File: src/rtl/bid_pkg.sv
// shared types, constants and helpers of the button intent decoder
// no dependencies; compiled first

package bid_pkg;

  // time arithmetic width and input field widths
  localparam int unsigned TimeBitsDef = 32;
  localparam int unsigned PinBits     = 7;
  localparam int unsigned NowBits     = 32;
  localparam int unsigned CfgBits     = 16;
  localparam int unsigned CfgIdxBits  = 3;

  // register reset values, in milliseconds
  localparam logic [CfgBits-1:0] LongPressRst  = 16'd800;
  localparam logic [CfgBits-1:0] ScrollDlyRst  = 16'd400;
  localparam logic [CfgBits-1:0] ScrollFastRst = 16'd100;
  localparam logic [CfgBits-1:0] ScrollSlowRst = 16'd300;
  localparam logic [CfgBits-1:0] FastAfterRst  = 16'd800;

  // register indexes
  localparam logic [CfgIdxBits-1:0] RegLongPress  = 3'd0;
  localparam logic [CfgIdxBits-1:0] RegScrollDly  = 3'd1;
  localparam logic [CfgIdxBits-1:0] RegScrollFast = 3'd2;
  localparam logic [CfgIdxBits-1:0] RegScrollSlow = 3'd3;
  localparam logic [CfgIdxBits-1:0] RegFastAfter  = 3'd4;

  // button bit positions (pins are active low)
  localparam int unsigned BtnLeft   = 0;
  localparam int unsigned BtnUp     = 1;
  localparam int unsigned BtnRight  = 2;
  localparam int unsigned BtnCentre = 3;
  localparam int unsigned BtnDown   = 4;
  localparam int unsigned BtnBack   = 5;
  localparam int unsigned BtnMenu   = 6;

  localparam logic [PinBits-1:0] AllReleased = 7'h7F;

  typedef enum logic [3:0] {
    NAV_NONE   = 4'd0,
    NAV_UP     = 4'd1,
    NAV_DOWN   = 4'd2,
    NAV_LEFT   = 4'd3,
    NAV_RIGHT  = 4'd4,
    NAV_SELECT = 4'd5,
    NAV_LONG   = 4'd6,
    NAV_BACK   = 4'd7,
    NAV_MENU   = 4'd8
  } intent_e;

  // live configuration
  typedef struct packed {
    logic [CfgBits-1:0] hold_long_ms;
    logic [CfgBits-1:0] scroll_delay_ms;
    logic [CfgBits-1:0] scroll_fast_ms;
    logic [CfgBits-1:0] scroll_slow_ms;
    logic [CfgBits-1:0] fast_after_ms;
  } cfg_t;

  // short press intent, fixed priority over the held set
  function automatic intent_e short_intent(input logic [PinBits-1:0] held);
    intent_e res;
    res = NAV_NONE;
    if (held[BtnUp])          res = NAV_UP;
    else if (held[BtnDown])   res = NAV_DOWN;
    else if (held[BtnLeft])   res = NAV_LEFT;
    else if (held[BtnRight])  res = NAV_RIGHT;
    else if (held[BtnCentre]) res = NAV_SELECT;
    else if (held[BtnBack])   res = NAV_BACK;
    else if (held[BtnMenu])   res = NAV_MENU;
    return res;
  endfunction

endpackage

File: src/rtl/bid_if.sv
// valid/ready channels of the button intent decoder
// depends on bid_pkg

interface bid_in_if;
  logic                          valid;
  logic                          ready;
  logic [bid_pkg::PinBits-1:0]   pins;
  logic [bid_pkg::NowBits-1:0]   now_ms;

  modport source (output valid, output pins, output now_ms, input ready);
  modport sink   (input valid, input pins, input now_ms, output ready);
endinterface

interface bid_out_if;
  logic             valid;
  logic             ready;
  bid_pkg::intent_e intent;

  modport source (output valid, output intent, input ready);
  modport sink   (input valid, input intent, output ready);
endinterface

File: src/rtl/bid_cfg_regs.sv
// configuration register file: five 16-bit timing registers
// depends on bid_pkg

module bid_cfg_regs (
  input  logic                            clk_i,
  input  logic                            rst_ni,
  input  logic                            cfg_we_i,
  input  logic [bid_pkg::CfgIdxBits-1:0]  cfg_idx_i,
  input  logic [bid_pkg::CfgBits-1:0]     cfg_data_i,
  output bid_pkg::cfg_t                   cfg_o
);
  import bid_pkg::*;

  cfg_t cfg_q, cfg_d;

  // decode the write, unknown indexes are dropped
  always_comb begin
    cfg_d = cfg_q;
    if (cfg_we_i) begin
      case (cfg_idx_i)
        RegLongPress:  cfg_d.hold_long_ms    = cfg_data_i;
        RegScrollDly:  cfg_d.scroll_delay_ms = cfg_data_i;
        RegScrollFast: cfg_d.scroll_fast_ms  = cfg_data_i;
        RegScrollSlow: cfg_d.scroll_slow_ms  = cfg_data_i;
        RegFastAfter:  cfg_d.fast_after_ms   = cfg_data_i;
        default:       cfg_d = cfg_q;
      endcase
    end
  end

  always_ff @(posedge clk_i or negedge rst_ni) begin
    if (!rst_ni) begin
      cfg_q.hold_long_ms    <= LongPressRst;
      cfg_q.scroll_delay_ms <= ScrollDlyRst;
      cfg_q.scroll_fast_ms  <= ScrollFastRst;
      cfg_q.scroll_slow_ms  <= ScrollSlowRst;
      cfg_q.fast_after_ms   <= FastAfterRst;
    end else begin
      cfg_q <= cfg_d;
    end
  end

  assign cfg_o = cfg_q;

endmodule

File: src/rtl/bid_core.sv
// press tracking state and intent decision for one button sample
// depends on bid_pkg

module bid_core #(
  parameter int unsigned TIME_BITS = bid_pkg::TimeBitsDef
) (
  input  logic                          clk_i,
  input  logic                          rst_ni,
  input  logic                          fire_i,
  input  logic [bid_pkg::PinBits-1:0]   pins_i,
  input  logic [bid_pkg::NowBits-1:0]   now_ms_i,
  input  bid_pkg::cfg_t                 cfg_i,
  output bid_pkg::intent_e              intent_o
);
  import bid_pkg::*;

  localparam int unsigned NowKeep = (TIME_BITS < NowBits) ? TIME_BITS : NowBits;

  logic [PinBits-1:0]   prev_q, held_q, held_d;
  logic [TIME_BITS-1:0] press_q, press_d, last_q, last_d;
  logic                 long_q, long_d;

  logic [TIME_BITS-1:0] now_t, held_for, since_rep, interval;
  logic [PinBits-1:0]   pressed, released, held_w;
  logic                 new_press, long_w, long_fire, rep_arm, rep_fire;
  intent_e              intent;

  // timestamp taken modulo the time width
  assign now_t = TIME_BITS'(now_ms_i[NowKeep-1:0]);

  // edges against the previous sample
  assign pressed   = ~pins_i & prev_q;
  assign released  = pins_i & ~prev_q;
  assign new_press = (|pressed) && (held_q == '0);

  // state as seen after a possible new press
  assign held_w    = new_press ? pressed : held_q;
  assign press_d   = new_press ? now_t : press_q;
  assign long_w    = new_press ? 1'b0 : long_q;
  assign held_for  = now_t - press_d;
  assign since_rep = now_t - (new_press ? '0 : last_q);

  // long press fires once per hold
  assign long_fire = (|held_w) && !long_w &&
                     (held_for > TIME_BITS'(cfg_i.hold_long_ms));
  assign long_d    = long_w | long_fire;

  // up/down auto repeat, slow then fast interval
  assign interval  = (held_for > TIME_BITS'(cfg_i.fast_after_ms)) ?
                     TIME_BITS'(cfg_i.scroll_fast_ms) : TIME_BITS'(cfg_i.scroll_slow_ms);
  assign rep_arm   = !long_d && (held_w[BtnUp] || held_w[BtnDown]) &&
                     (held_for > TIME_BITS'(cfg_i.scroll_delay_ms));
  assign rep_fire  = rep_arm && (since_rep > interval);
  assign last_d    = rep_fire ? now_t : (new_press ? '0 : last_q);

  // intent selection, release overrides repeat
  always_comb begin
    intent = NAV_NONE;
    held_d = held_w;
    if (long_fire && held_w[BtnCentre]) begin
      intent = NAV_LONG;
    end
    if (rep_fire) begin
      intent = held_w[BtnDown] ? NAV_DOWN : NAV_UP;
    end
    if (|(released & held_w)) begin
      if (!long_d) begin
        intent = short_intent(held_w);
      end
      held_d = '0;
    end
  end

  assign intent_o = intent;

  // state update on each item
  always_ff @(posedge clk_i or negedge rst_ni) begin
    if (!rst_ni) begin
      prev_q  <= AllReleased;
      held_q  <= '0;
      press_q <= '0;
      long_q  <= 1'b0;
      last_q  <= '0;
    end else if (fire_i) begin
      prev_q  <= pins_i;
      held_q  <= held_d;
      press_q <= press_d;
      long_q  <= long_d;
      last_q  <= last_d;
    end
  end

endmodule

File: src/rtl/button_intent_decoder.sv
// top level of the button intent decoder: input and result registers
// depends on bid_pkg, bid_if, bid_cfg_regs and bid_core

// One button sample enters per clock cycle while the input register can take
// it: the sample is captured in an input register, decoded against the
// press state in one pass of logic, and the intent is held in a result
// register until taken. Every sample gives exactly one intent (none is code 0).
// The path that sets the clock is the TIME_BITS-wide timestamp subtraction and
// its compare against a 16-bit timing register. A stall on the result side
// holds an item waiting in the input register and then drops input ready in
// the same cycle; an empty input register still takes one more item. Users
// write timing registers only while no item is in flight; it is not enforced.

module button_intent_decoder #(
  parameter int unsigned TIME_BITS = bid_pkg::TimeBitsDef
) (
  input  logic                            clk_i,
  input  logic                            rst_ni,
  bid_in_if.sink                          in_i,
  bid_out_if.source                       out_o,
  input  logic                            cfg_we_i,
  input  logic [bid_pkg::CfgIdxBits-1:0]  cfg_idx_i,
  input  logic [bid_pkg::CfgBits-1:0]     cfg_data_i
);
  import bid_pkg::*;

  cfg_t               cfg;
  logic               s1_valid_q;
  logic [PinBits-1:0] s1_pins_q;
  logic [NowBits-1:0] s1_now_q;
  logic               out_valid_q;
  intent_e            out_intent_q;
  intent_e            intent;
  logic               advance, fire, take;

  // pipeline flow control
  assign advance    = !out_valid_q || out_o.ready;
  assign fire       = s1_valid_q && advance;
  assign take       = in_i.valid && in_i.ready;
  assign in_i.ready = !s1_valid_q || advance;

  bid_cfg_regs u_cfg (
    .clk_i      (clk_i),
    .rst_ni     (rst_ni),
    .cfg_we_i   (cfg_we_i),
    .cfg_idx_i  (cfg_idx_i),
    .cfg_data_i (cfg_data_i),
    .cfg_o      (cfg)
  );

  bid_core #(
    .TIME_BITS (TIME_BITS)
  ) u_core (
    .clk_i    (clk_i),
    .rst_ni   (rst_ni),
    .fire_i   (fire),
    .pins_i   (s1_pins_q),
    .now_ms_i (s1_now_q),
    .cfg_i    (cfg),
    .intent_o (intent)
  );

  // input register
  always_ff @(posedge clk_i or negedge rst_ni) begin
    if (!rst_ni) begin
      s1_valid_q <= 1'b0;
    end else if (in_i.ready) begin
      s1_valid_q <= in_i.valid;
    end
  end

  always_ff @(posedge clk_i) begin
    if (take) begin
      s1_pins_q <= in_i.pins;
      s1_now_q  <= in_i.now_ms;
    end
  end

  // result register
  always_ff @(posedge clk_i or negedge rst_ni) begin
    if (!rst_ni) begin
      out_valid_q <= 1'b0;
    end else if (advance) begin
      out_valid_q <= s1_valid_q;
    end
  end

  always_ff @(posedge clk_i) begin
    if (fire) begin
      out_intent_q <= intent;
    end
  end

  assign out_o.valid  = out_valid_q;
  assign out_o.intent = out_intent_q;

endmodule

File: src/flat_wrapper.sv
// flat-port wrapper written by rule: the top's interface ports become plain ports
module button_intent_decoder_flat import bid_pkg::*;
#(
  parameter int unsigned TIME_BITS = bid_pkg::TimeBitsDef
)
  (clk_i, rst_ni, cfg_we_i, cfg_idx_i, cfg_data_i, in_i_valid, in_i_pins, in_i_now_ms, in_i_ready, out_o_valid, out_o_intent, out_o_ready);
  bid_in_if in_i_i ();
  bid_out_if out_o_i ();
  input  logic clk_i;
  input  logic rst_ni;
  input  logic cfg_we_i;
  input  logic [bid_pkg::CfgIdxBits-1:0] cfg_idx_i;
  input  logic [bid_pkg::CfgBits-1:0] cfg_data_i;
  input wire logic [$bits(in_i_i.valid)-1:0] in_i_valid;
  input wire logic [$bits(in_i_i.pins)-1:0] in_i_pins;
  input wire logic [$bits(in_i_i.now_ms)-1:0] in_i_now_ms;
  output wire logic [$bits(in_i_i.ready)-1:0] in_i_ready;
  output wire logic [$bits(out_o_i.valid)-1:0] out_o_valid;
  output wire logic [$bits(out_o_i.intent)-1:0] out_o_intent;
  input wire logic [$bits(out_o_i.ready)-1:0] out_o_ready;
  assign in_i_i.valid = in_i_valid;
  assign in_i_i.pins = in_i_pins;
  assign in_i_i.now_ms = in_i_now_ms;
  assign in_i_ready = in_i_i.ready;
  assign out_o_valid = out_o_i.valid;
  assign out_o_intent = out_o_i.intent;
  assign out_o_i.ready = out_o_ready;
  button_intent_decoder #(.TIME_BITS(TIME_BITS)) u_core (.clk_i(clk_i), .rst_ni(rst_ni), .in_i(in_i_i), .out_o(out_o_i), .cfg_we_i(cfg_we_i), .cfg_idx_i(cfg_idx_i), .cfg_data_i(cfg_data_i));
endmodule
File: config.mk
export PLATFORM = sky130hd
export DESIGN_NAME = button_intent_decoder_flat
export DESIGN_NICKNAME = d
export VERILOG_FILES = /design/src/rtl/bid_pkg.sv /design/src/rtl/bid_if.sv /design/src/rtl/bid_cfg_regs.sv /design/src/rtl/bid_core.sv /design/src/rtl/button_intent_decoder.sv /design/src/flat_wrapper.sv
export SDC_FILE = /design/constraint.sdc
export NUM_CORES = 1
export LEC_CHECK = 0
export ABC_AREA = 1
export BUFFER_PORTS_ARGS = -buffer_cell sky130_fd_sc_hd__buf_2
export CORE_MARGIN = 8
export CORE_UTILIZATION = 42
export CTS_BUF_LIST = sky130_fd_sc_hd__clkbuf_4 sky130_fd_sc_hd__clkbuf_8
export DETAILED_ROUTE_END_ITERATION = 6
export PLACE_DENSITY = 0.69
export REMOVE_ABC_BUFFERS = 1
export SYNTH_ARGS = -nofsm -noshare
export SYNTH_HDL_FRONTEND = slang
export SYNTH_SLANG_ARGS = --single-unit
File: constraint.sdc
create_clock -name clk_i -period 11.77 [get_ports clk_i]
set_input_delay 1.7655 -clock clk_i [delete_from_list [all_inputs] [get_ports clk_i]]
set_output_delay 1.7655 -clock clk_i [all_outputs]
set_load 0.02 [all_outputs]
==> out/metrics.csv, run 1 <==
metric,value,unit
worstMarginPinSlew,1.234,ns
nets,2153,
syn_area_per_cell,7.517,um^2
vias,12571,
drive_gt1_frac,0.1233,
min_path_type,flop to flop,
antenna_left,0,
postCtsSetupBuffers,0,
initial_utilization,0.4262,
synth_ff_type,dfrtp_1,
cts.clk_slew.worst_paths,0.06,ns
gp_congestion,0.9194,
path_max_fanout,49,
antenna_cells,0,
max_stage_delay,0.61,ns
cts_tree,done,
grt_start_max_net_pins,98,
root_buffer,clkbuf_8,
antenna_found_initial,0,
grt_first_pass_wirelength,62920,um
grt_pass1_vias,12768,
hpwl,29210,um
min_period,7.932,ns
area_growth_syn_to_layout,10.39,%
cts_buffers,39,
rsz0062_at_grt,false,
cts_resized,0,
dieArea,40180,um^2
clkSinkCount,204,
fin_tns_setup,0,ns
crit_type,flop to flop,
crit_arrival,8.39,ns
setup_viol,0,
yosysWarnings,0,
async_flop_share,0.7892,
port_buffers,68,
synth_edf_count,43,
dr.first_iter.drc_count,808,
drc,0,
cp.required,12.23,ns
register_area,5349,um^2
synth_seq_area_share,0.3743,
cp-end-kind,flop,
dp.cells,2372,
routedWlPerCell,15.66,um
skew,0.03458,ns
track_usage,0.1893,
routed_wl,38250,um
synth-seq-cells,204,
die_h,200.5,um
nFillCells,3402,
ff2ff_path_depth,46,
slew_violations,0,
core-area,33530,um^2
status,finished clean,
ioPinCount,69,
synthesis.area,14290,um^2
clock_path_buffers,3,
relSlewSlack,0.1753,
layout_commonest_cell,nand2_1,
crit_path_top_delay_cell,nor2_8,
rows,67,
grt_overflow,0,
fin_cells,2443,
hold_depth,2,
cts-hold-fix-buffers,0,
multi_input_area,7686,um^2
final_cell_mix,"nand2_1, inv_1, o21ai_0",
insertion_delay,0.58,ns
maxCapViolCount,0,
cp_common_cell,nand2_1,
synth_cells,1901,
worst_setup_path_start_kind,flop,
finalHoldViolCount,0,
netlist-cell-type-count,57,
dr.pass1.iters,5,
viasPerCell,5.146,
max_freq,126.1,MHz
htree_levels,2,
period_share,0.6739,
chipWidth,200.5,um
==> path summary, 6_finish.rpt <==
kind	start	to	slack [ns]
worst max-delay path	u_core.u_core.prev_q[2]$_DFFE_PN1P_	u_core.u_core.last_q[22]$_DFFE_PN0P_	3.84
worst min-delay path	u_core.u_core.last_q[1]$_DFFE_PN0P_	u_core.u_core.last_q[1]$_DFFE_PN0P_	0.48
worst max register to register	u_core.u_core.prev_q[2]$_DFFE_PN1P_	u_core.u_core.last_q[22]$_DFFE_PN0P_	3.84
worst min register to register	u_core.u_core.last_q[1]$_DFFE_PN0P_	u_core.u_core.last_q[1]$_DFFE_PN0P_	0.48
max in group asynchronous	rst_ni	u_core.u_core.press_q[24]$_DFFE_PN0P_	9.10
min in group asynchronous	rst_ni	u_core.u_cfg.cfg_o[3]$_DFFE_PN0P_	1.29
==> registers in the layout (all words and copies together) (netlist names) <==
name and flops:
u_core.u_core.held_q 7, u_core.s1_now_q 32, u_core.u_cfg.cfg_o 80, u_core.s1_pins_q 7
u_core.s1_valid_q 1, u_core.out_o.intent 4, u_core.u_core.last_q 32, u_core.out_o.valid 1
u_core.u_core.press_q 32, u_core.u_core.long_q 1, u_core.u_core.prev_q 7
==> per-layer routing <==
metal	share of wire	global-route usage	vias to the layer above
met4	0.031	0.07963	0
met1	0.45	0.2465	5833
met2	0.46	0.3098	306
met5	0	0	-
li1	-	-	6353
met3	0.055	0.02937	79
==> per-stage QoR <==
step	utilization	setup WS, ns	hold WS [ns]	cell area (um^2)
after floorplan	-	4.523	0.4457	14010
after global placement	0.4460	3.981	0.4602	14960
after detailed placement	0.4460	3.801	0.4651	14960
after CTS	0.4704	3.776	0.4815	15780
after global routing	0.4704	2.790	0.4972	15780
final	0.4704	3.838	0.4773	15780
==> cells in the mapped netlist (3+ instances only) <==
master,n,area [um^2]
mux2_1,9,101.4
o21ai_2,3,26.28
inv_1,249,934.7
buf_12,3,60.06
o21ai_0,200,1001
edfxtp_1,43,1291
a211oi_1,6,45.04
a21boi_0,4,30.03
xnor2_1,9,78.83
nor3_1,24,120.1
nand3_2,4,40.04
a21oi_1,94,470.5
o21bai_1,8,60.06
nand4_1,23,143.9
buf_1,3,11.26
nand3b_1,4,30.03
ha_1,123,1539
a21o_1,5,37.54
o21a_1,3,22.52
nand2_1,541,2031
o21ai_1,5,25.02
nand2_2,45,281.5
buf_6,5,56.30
o221ai_1,4,35.03
a31oi_1,3,18.77
clkbuf_1,37,138.9
dfrtp_1,138,3453
nor2_1,97,364.1
inv_2,10,37.54
nor2_2,4,25.02
o2111ai_1,3,26.28
mux2_2,7,78.83
nand3_1,102,510.5
xor2_1,31,271.5
dfstp_2,23,604.3
==> cell families (layout without fill, tap and decap cells) <==
| group | Yosys count | in the layout | synth area share |
|---|---|---|---|
| mux | 17 | 17 | 0.01331 |
| fa+ha+maj | 125 | 125 | 0.1105 |
| buf+inv | 310 | 404 | 0.08800 |
| simple gates | 857 | 857 | 0.2577 |
| flops | 204 | 204 | 0.3743 |
| compound gates | 348 | 348 | 0.1317 |
| xor+xnor | 40 | 40 | 0.02452 |
==> final cells by class <==
cell class                 count  share of cell area
clock buffer                  51             0.04212
clock inverter                20            0.009835
inverter                     260             0.06187
multi-input combinational   1387              0.4872
sequential                   204              0.3391
tap                          448             0.03553
timing repair buffer          73             0.02435
==> worst max-delay path: cells and delay by family, from the launching register on <==
kind	cells	cell delay, ns
compound gates	3	0.76
xor+xnor	1	0.33
fa+ha+maj	3	0.97
buf+inv	6	0.73
flops	1	0.37
mux	1	0.29
simple gates	32	4.35
Power of run 1 is left out: the tool's default activity adds up to more than one toggle a clock period on the data nets, which glitch-free logic cannot reach.
==> run 2: changes to the inputs <==
--- a/config.mk
+++ b/config.mk
@@ -5,7 +5,7 @@
 export SDC_FILE = /design/constraint.sdc
 export NUM_CORES = 1
 export LEC_CHECK = 0
-export ABC_AREA = 1
+export ABC_AREA = 0
 export BUFFER_PORTS_ARGS = -buffer_cell sky130_fd_sc_hd__buf_2
 export CORE_MARGIN = 8
 export CORE_UTILIZATION = 42
==> constraint.sdc (replaced) <==
create_clock -name clk_i -period 7.3 [get_ports clk_i]
set_input_delay 1.095 -clock clk_i [delete_from_list [all_inputs] [get_ports clk_i]]
set_output_delay 1.095 -clock clk_i [all_outputs]
set_load 0.02 [all_outputs]
==> run 2 against run 1 <==
The run now ends with negative setup slack left. Register-to-register slack got worse by 4.2 ns. Area after synthesis fell by 0.88%. Non-clock buffer count rose by 185. Die area fell by 0.82%. Utilization rose by 5.7 points. Maximum frequency rose by 3.2%. Critical path type unchanged. Largest cell class unchanged.
==> out/metrics.csv, run 2 <==
metric,value,unit,change
status,"finished, violations left",,
violations,negative setup slack,,
htree_levels,2,,unchanged
r2r_slack,-0.38,ns,-4.22 ns
worstMarginPinSlew,1.180,ns,-0.05351 ns
placed_area,16140,um^2,+7.9%
min_period,7.682,ns,-0.2496 ns
dr.first_iter.drc_count,881,,+9.0%
rsz0062_at_grt,true,,
crit_type,flop to flop,,
fin_util,0.5270,,+0.05651
grt_start_max_net_pins,90,,-8.2%
grt_pass1_vias,12119,,-5.1%
core-area,33360,um^2,-0.50%
ys_top_cells_by_count,"nand2_1, dfrtp_1, ha_1",,
gp_congestion,0.9405,,+2.3%
hpwl,28900,um,-1.1%
period_share,1.052,,+0.3785
viasPerCell,5.514,,+7.2%
path_max_fanout,6,,-88%
synth-seq-cells,204,,unchanged
synth_edf_count,43,,unchanged
worst_setup_path_start_kind,flop,,
clkSinkCount,204,,unchanged
dr.pass1.iters,7,,+2
cts.clk_slew.worst_paths,0.06,ns,about the same
cp-end-kind,flop,,
yosysWarnings,0,,unchanged
cp.required,7.76,ns,-4.47 ns
nets,1907,,-11%
routed_wl,39700,um,+3.8%
pre_cts_ws,-0.8275,ns,-4.628 ns
max_stage_delay,0.41,ns,-0.20 ns
antenna_cells,0,,unchanged
finalInstanceArea,17580,um^2,+11%
synth_ff_type,dfrtp_1,,
die_h,199.6,um,-0.41%
insertion_delay,0.61,ns,+0.03 ns
cts_buffers,39,,unchanged
chipWidth,199.6,um,-0.41%
grt_first_pass_wirelength,62950,um,about the same
syn_area_per_cell,9.622,um^2,+28%
drive_gt1_frac,0.2971,,+0.1738
grt_overflow,0,,unchanged
nFillCells,3056,,-10%
maxCapViolCount,0,,unchanged
routedWlPerCell,18.06,um,+15%
relSlewSlack,0.2121,,+0.03680
finalHoldViolCount,0,,unchanged
antenna_left,0,,unchanged
clock_path_buffers,3,,unchanged
root_buffer,clkbuf_8,,
synth_seq_area_share,0.3777,,+0.003340
initial_utilization,0.4245,,-0.001646
async_flop_share,0.7892,,unchanged
synth_cells,1472,,-23%
dieArea,39850,um^2,-0.82%
synthTopCellsByArea,"dfrtp_1, ha_1, edfxtp_1",,
vias,12119,,-3.6%
synth_top_area_frac,0.2438,,+0.002156
fin_cells,2198,,-10%
crit_arrival,8.14,ns,-0.25 ns
synth_largest_area_cell,dfrtp_1,,
ioPinCount,69,,unchanged
dp.cells,2104,,-11%
layout_commonest_cell,nand2_1,,
drc,0,,unchanged
crit_path_top_delay_cell,dfrtp_1,,
cts_tree,done,,
area_growth_syn_to_layout,24.13,%,
synth_most_common_cell,nand2_1,,
setup_ws,-0.3822,ns,-4.220 ns
slew_violations,0,,unchanged
register_area,5349,um^2,unchanged
skew,0.03517,ns,+0.0005921 ns
port_buffers,68,,unchanged
final_cell_mix,"nand2_1, buf_4, dfrtp_1",,
synthesis.area,14160,um^2,-0.88%
rows,67,,unchanged
antenna_found_initial,0,,unchanged
min_path_type,flop to flop,,
track_usage,0.1976,,+0.008369
setup_viol,34,,+34
netlist-cell-type-count,90,,+58%
largest_reg_flops,80,,unchanged
multi_input_area,8591,um^2,+12%
max_freq,130.2,MHz,+3.2%
cts-hold-fix-buffers,0,,unchanged
[run 2: metrics by stage]
stage	TNS [ns]	hold WS, ns
detailed placement	-27.08	0.4949
floorplan	-82.12	0.4409
finish	-11.58	0.5041
global placement	-15.53	0.4722
CTS	-5.993	0.5067
global route	-24.00	0.5123
[run 2: metal layers]
layer / vias to the layer above / share of wire / GRT usage
met5: - / 0 / 0
li1: 5829 / - / -
met2: 314 / 0.47 / 0.3224
met4: 0 / 0.029 / 0.07875
met3: 66 / 0.051 / 0.02695
met1: 5910 / 0.45 / 0.2621
[run 2: cell families after synthesis]
logic type | count (synthesis) | share of synthesized area
AO/OA/AOI/OAI | 362 | 0.1629
XOR/XNOR | 48 | 0.02968
adder cells (fa/ha/maj) | 128 | 0.1136
buffers and inverters | 134 | 0.04108
flip-flops | 204 | 0.3777
multiplexers | 144 | 0.1165
AND/OR/NAND/NOR | 452 | 0.1586
[run 2: final timing paths]
path                            cells after the start                                   from                                    end
worst max-delay path                               35    u_core.u_core.held_q[1]$_DFFE_PN0P_   u_core.u_core.last_q[28]$_DFFE_PN0P_
worst min-delay path                                1  u_core.u_core.press_q[23]$_DFFE_PN0P_  u_core.u_core.press_q[23]$_DFFE_PN0P_
worst max register to register                     35    u_core.u_core.held_q[1]$_DFFE_PN0P_   u_core.u_core.last_q[28]$_DFFE_PN0P_
worst min register to register                      1  u_core.u_core.press_q[23]$_DFFE_PN0P_  u_core.u_core.press_q[23]$_DFFE_PN0P_
max in group asynchronous                           2                                 rst_ni  u_core.u_core.press_q[20]$_DFFE_PN0P_
min in group asynchronous                           1                                 rst_ni     u_core.u_cfg.cfg_o[49]$_DFFE_PN0P_
[run 2: what timing repair did]
action                     CTS  global route
resized for setup           55            22
setup buffers               16             3
cloned                       4             1
hold endpoints to repair     0             0
setup endpoints to repair   34            34
pin swaps                   35            28
[run 2: cell type report]
class | instances | share of cell area
Timing Repair Buffer | 258 | 0.1082
Inverter | 81 | 0.01729
Tap cell | 448 | 0.03188
Sequential cell | 204 | 0.3042
Multi-Input combinational cell | 1135 | 0.4886
Clock buffer | 63 | 0.04398
Clock inverter | 9 | 0.005835
[run 2: critical path: cells and delay by family (launching register included)]
family / cells / cell delay [ns]
simple gates: 7 / 1.48
fa+ha+maj: 3 / 0.89
compound gates: 17 / 3.19
mux: 3 / 0.73
buf+inv: 4 / 0.61
flops: 1 / 0.41
xor+xnor: 1 / 0.22
Power of run 2 is left out for the same reason.
==> run 3: changes to the inputs <==
--- a/config.mk
+++ b/config.mk
@@ -5,7 +5,7 @@
 export SDC_FILE = /design/constraint.sdc
 export NUM_CORES = 1
 export LEC_CHECK = 0
-export ABC_AREA = 0
+export ABC_AREA = 1
 export BUFFER_PORTS_ARGS = -buffer_cell sky130_fd_sc_hd__buf_2
 export CORE_MARGIN = 8
 export CORE_UTILIZATION = 42
==> run 3 against run 2 <==
The flow now finishes without violations. Setup slack better by 0.91 ns. Worst hold slack worse by 0.027 ns. Utilization down 4.5 points. First-iteration DRC count up 13%. Design area down 8.0%. Cell count up 12%. Critical path type unchanged.
==> out/metrics.csv, run 3 (same netlist as run 1, synthesis figures left out) <==
metric,value,unit,change
grt_pass1_vias,12529,,+3.4%
period_share,0.9283,,-0.1240
cp_common_cell,nand2_1,,
max_freq,147.6,MHz,+13%
initial_utilization,0.4262,,+0.001646
antenna_left,0,,unchanged
final_cell_mix,"nand2_1, inv_1, o21ai_0",,
track_usage,0.1880,,-0.009675
crit_type,flop to flop,,
core-area,33530,um^2,+0.50%
min_path_type,flop to flop,,
root_buffer,clkbuf_8,,
clkSinkCount,204,,unchanged
worst_setup_path_start_kind,flop,,
status,finished clean,,
finalHoldViolCount,0,,unchanged
hpwl,29240,um,+1.2%
dr.first_iter.drc_count,999,,+13%
rows,67,,unchanged
grt_first_pass_wirelength,62460,um,-0.78%
nFillCells,3355,,+9.8%
hold_depth,2,,+1
dieArea,40180,um^2,+0.82%
grt_start_max_net_pins,98,,+8.9%
setup_viol,0,,-100%
chipWidth,200.5,um,+0.41%
antenna_cells,0,,unchanged
nets,2170,,+14%
skew,0.01682,ns,-0.01835 ns
ioPinCount,69,,unchanged
clock_path_buffers,3,,unchanged
worstMarginPinSlew,1.110,ns,-0.06966 ns
largest_reg_flops,80,,unchanged
fin_cells,2458,,+12%
path_max_fanout,12,,+6
max_stage_delay,0.52,ns,+0.11 ns
cts.clk_slew.worst_paths,0.06,ns,about the same
dr.pass1.iters,6,,-1
dp.cells,2377,,+13%
drive_gt1_frac,0.1393,,-0.1578
grt_overflow,0,,unchanged
vias,12775,,+5.4%
port_buffers,68,,unchanged
cts_buffers,39,,unchanged
gp_congestion,0.9394,,-0.12%
routedWlPerCell,15.84,um,-12%
ff2ff_path_depth,48,,+37%
crit_arrival,7.23,ns,-0.91 ns
die_h,200.5,um,+0.41%
drc,0,,unchanged
cp.required,7.75,ns,about the same
maxCapViolCount,0,,unchanged
area_growth_syn_to_layout,13.18,%,
crit_path_top_delay_cell,dfstp_2,,
cp-end-kind,flop,,
relSlewSlack,0.2571,,+0.04500
cts-hold-fix-buffers,0,,unchanged
antenna_found_initial,0,,unchanged
slew_violations,0,,unchanged
layout_commonest_cell,nand2_1,,
cts_tree,done,,
insertion_delay,0.58,ns,-0.03 ns
viasPerCell,5.197,,-5.7%
routed_wl,38940,um,-1.9%
htree_levels,2,,unchanged
min_period,6.777,ns,-0.9053 ns
==> run 3: cell types whose count changed in the layout (fill, tap and decap cells not counted), moves of 32 or more <==
cell     delta
mux2_2     -64
buf_4     -164
o21ai_0   +101
inv_1     +168
nand2_2    +43
nor2_1     +32
nand2_1   +352
mux2i_1    -44
nand3_1    +79
==> run 3: final timing paths <==
kind	start	to	slack [ns]
worst min-delay path	u_core.u_core.last_q[24]$_DFFE_PN0P_	u_core.u_core.last_q[24]$_DFFE_PN0P_	0.48
worst max-delay path	u_core.u_core.prev_q[1]$_DFFE_PN1P_	u_core.u_core.last_q[23]$_DFFE_PN0P_	0.52
worst max register to register	u_core.u_core.prev_q[1]$_DFFE_PN1P_	u_core.u_core.last_q[23]$_DFFE_PN0P_	0.52
worst min register to register	u_core.u_core.last_q[24]$_DFFE_PN0P_	u_core.u_core.last_q[24]$_DFFE_PN0P_	0.48
min in group asynchronous	rst_ni	u_core.u_cfg.cfg_o[66]$_DFFE_PN0P_	0.63
max in group asynchronous	rst_ni	u_core.u_core.press_q[31]$_DFFE_PN0P_	5.24
==> run 3: critical path: cells and delay by family (launching register included) <==
kind	cells	cell delay (ns)
multiplexers	1	0.21
flip-flops	1	0.52
AO/OA/AOI/OAI	4	0.49
AND/OR/NAND/NOR	32	3.51
XOR/XNOR	1	0.21
buffers and inverters	7	0.79
adder cells (fa/ha/maj)	3	0.90
==> run 3: cell type report <==
cell class | count | area [um^2] | area share
clock inverter | 6 | 55.05 | 0.003404
timing repair buffer | 90 | 600.6 | 0.03713
clock buffer | 63 | 804.5 | 0.04974
multi-input combinational | 1387 | 7828 | 0.4840
sequential | 204 | 5349 | 0.3307
inverter | 260 | 975.9 | 0.06034
tap | 448 | 560.5 | 0.03466
==> run 3: timing repair <==
action	4_1_cts	5_1_grt
pin swaps	0	8
endpoints found under the setup margin	5	34
buffers inserted	0	8
resized for setup	1	26
gates cloned	0	4
==> run 3: metrics by stage <==
step / setup TNS [ns] / setup WS, ns / hold WS (ns) / util / area, um^2
3_5_place_dp: 0 / 0.03095 / 0.4656 / 0.4479 / 15020
6_report: 0 / 0.5231 / 0.4772 / 0.4823 / 16170
2_1_floorplan: 0 / 0.05322 / 0.4457 / - / 14010
5_1_grt: -2.267 / -0.09522 / 0.4947 / 0.4823 / 16170
3_3_place_gp: 0 / 0.2816 / 0.4604 / 0.4479 / 15020
4_1_cts: 0 / 0.08683 / 0.4817 / 0.4737 / 15890
==> run 3: metal layers <==
metal | track usage | share of wire
met4 | 0.06702 | 0.030
met1 | 0.2439 | 0.45
met2 | 0.3070 | 0.46
met3 | 0.03889 | 0.058
met5 | 0 | 0
Power of run 3 is left out for the same reason.
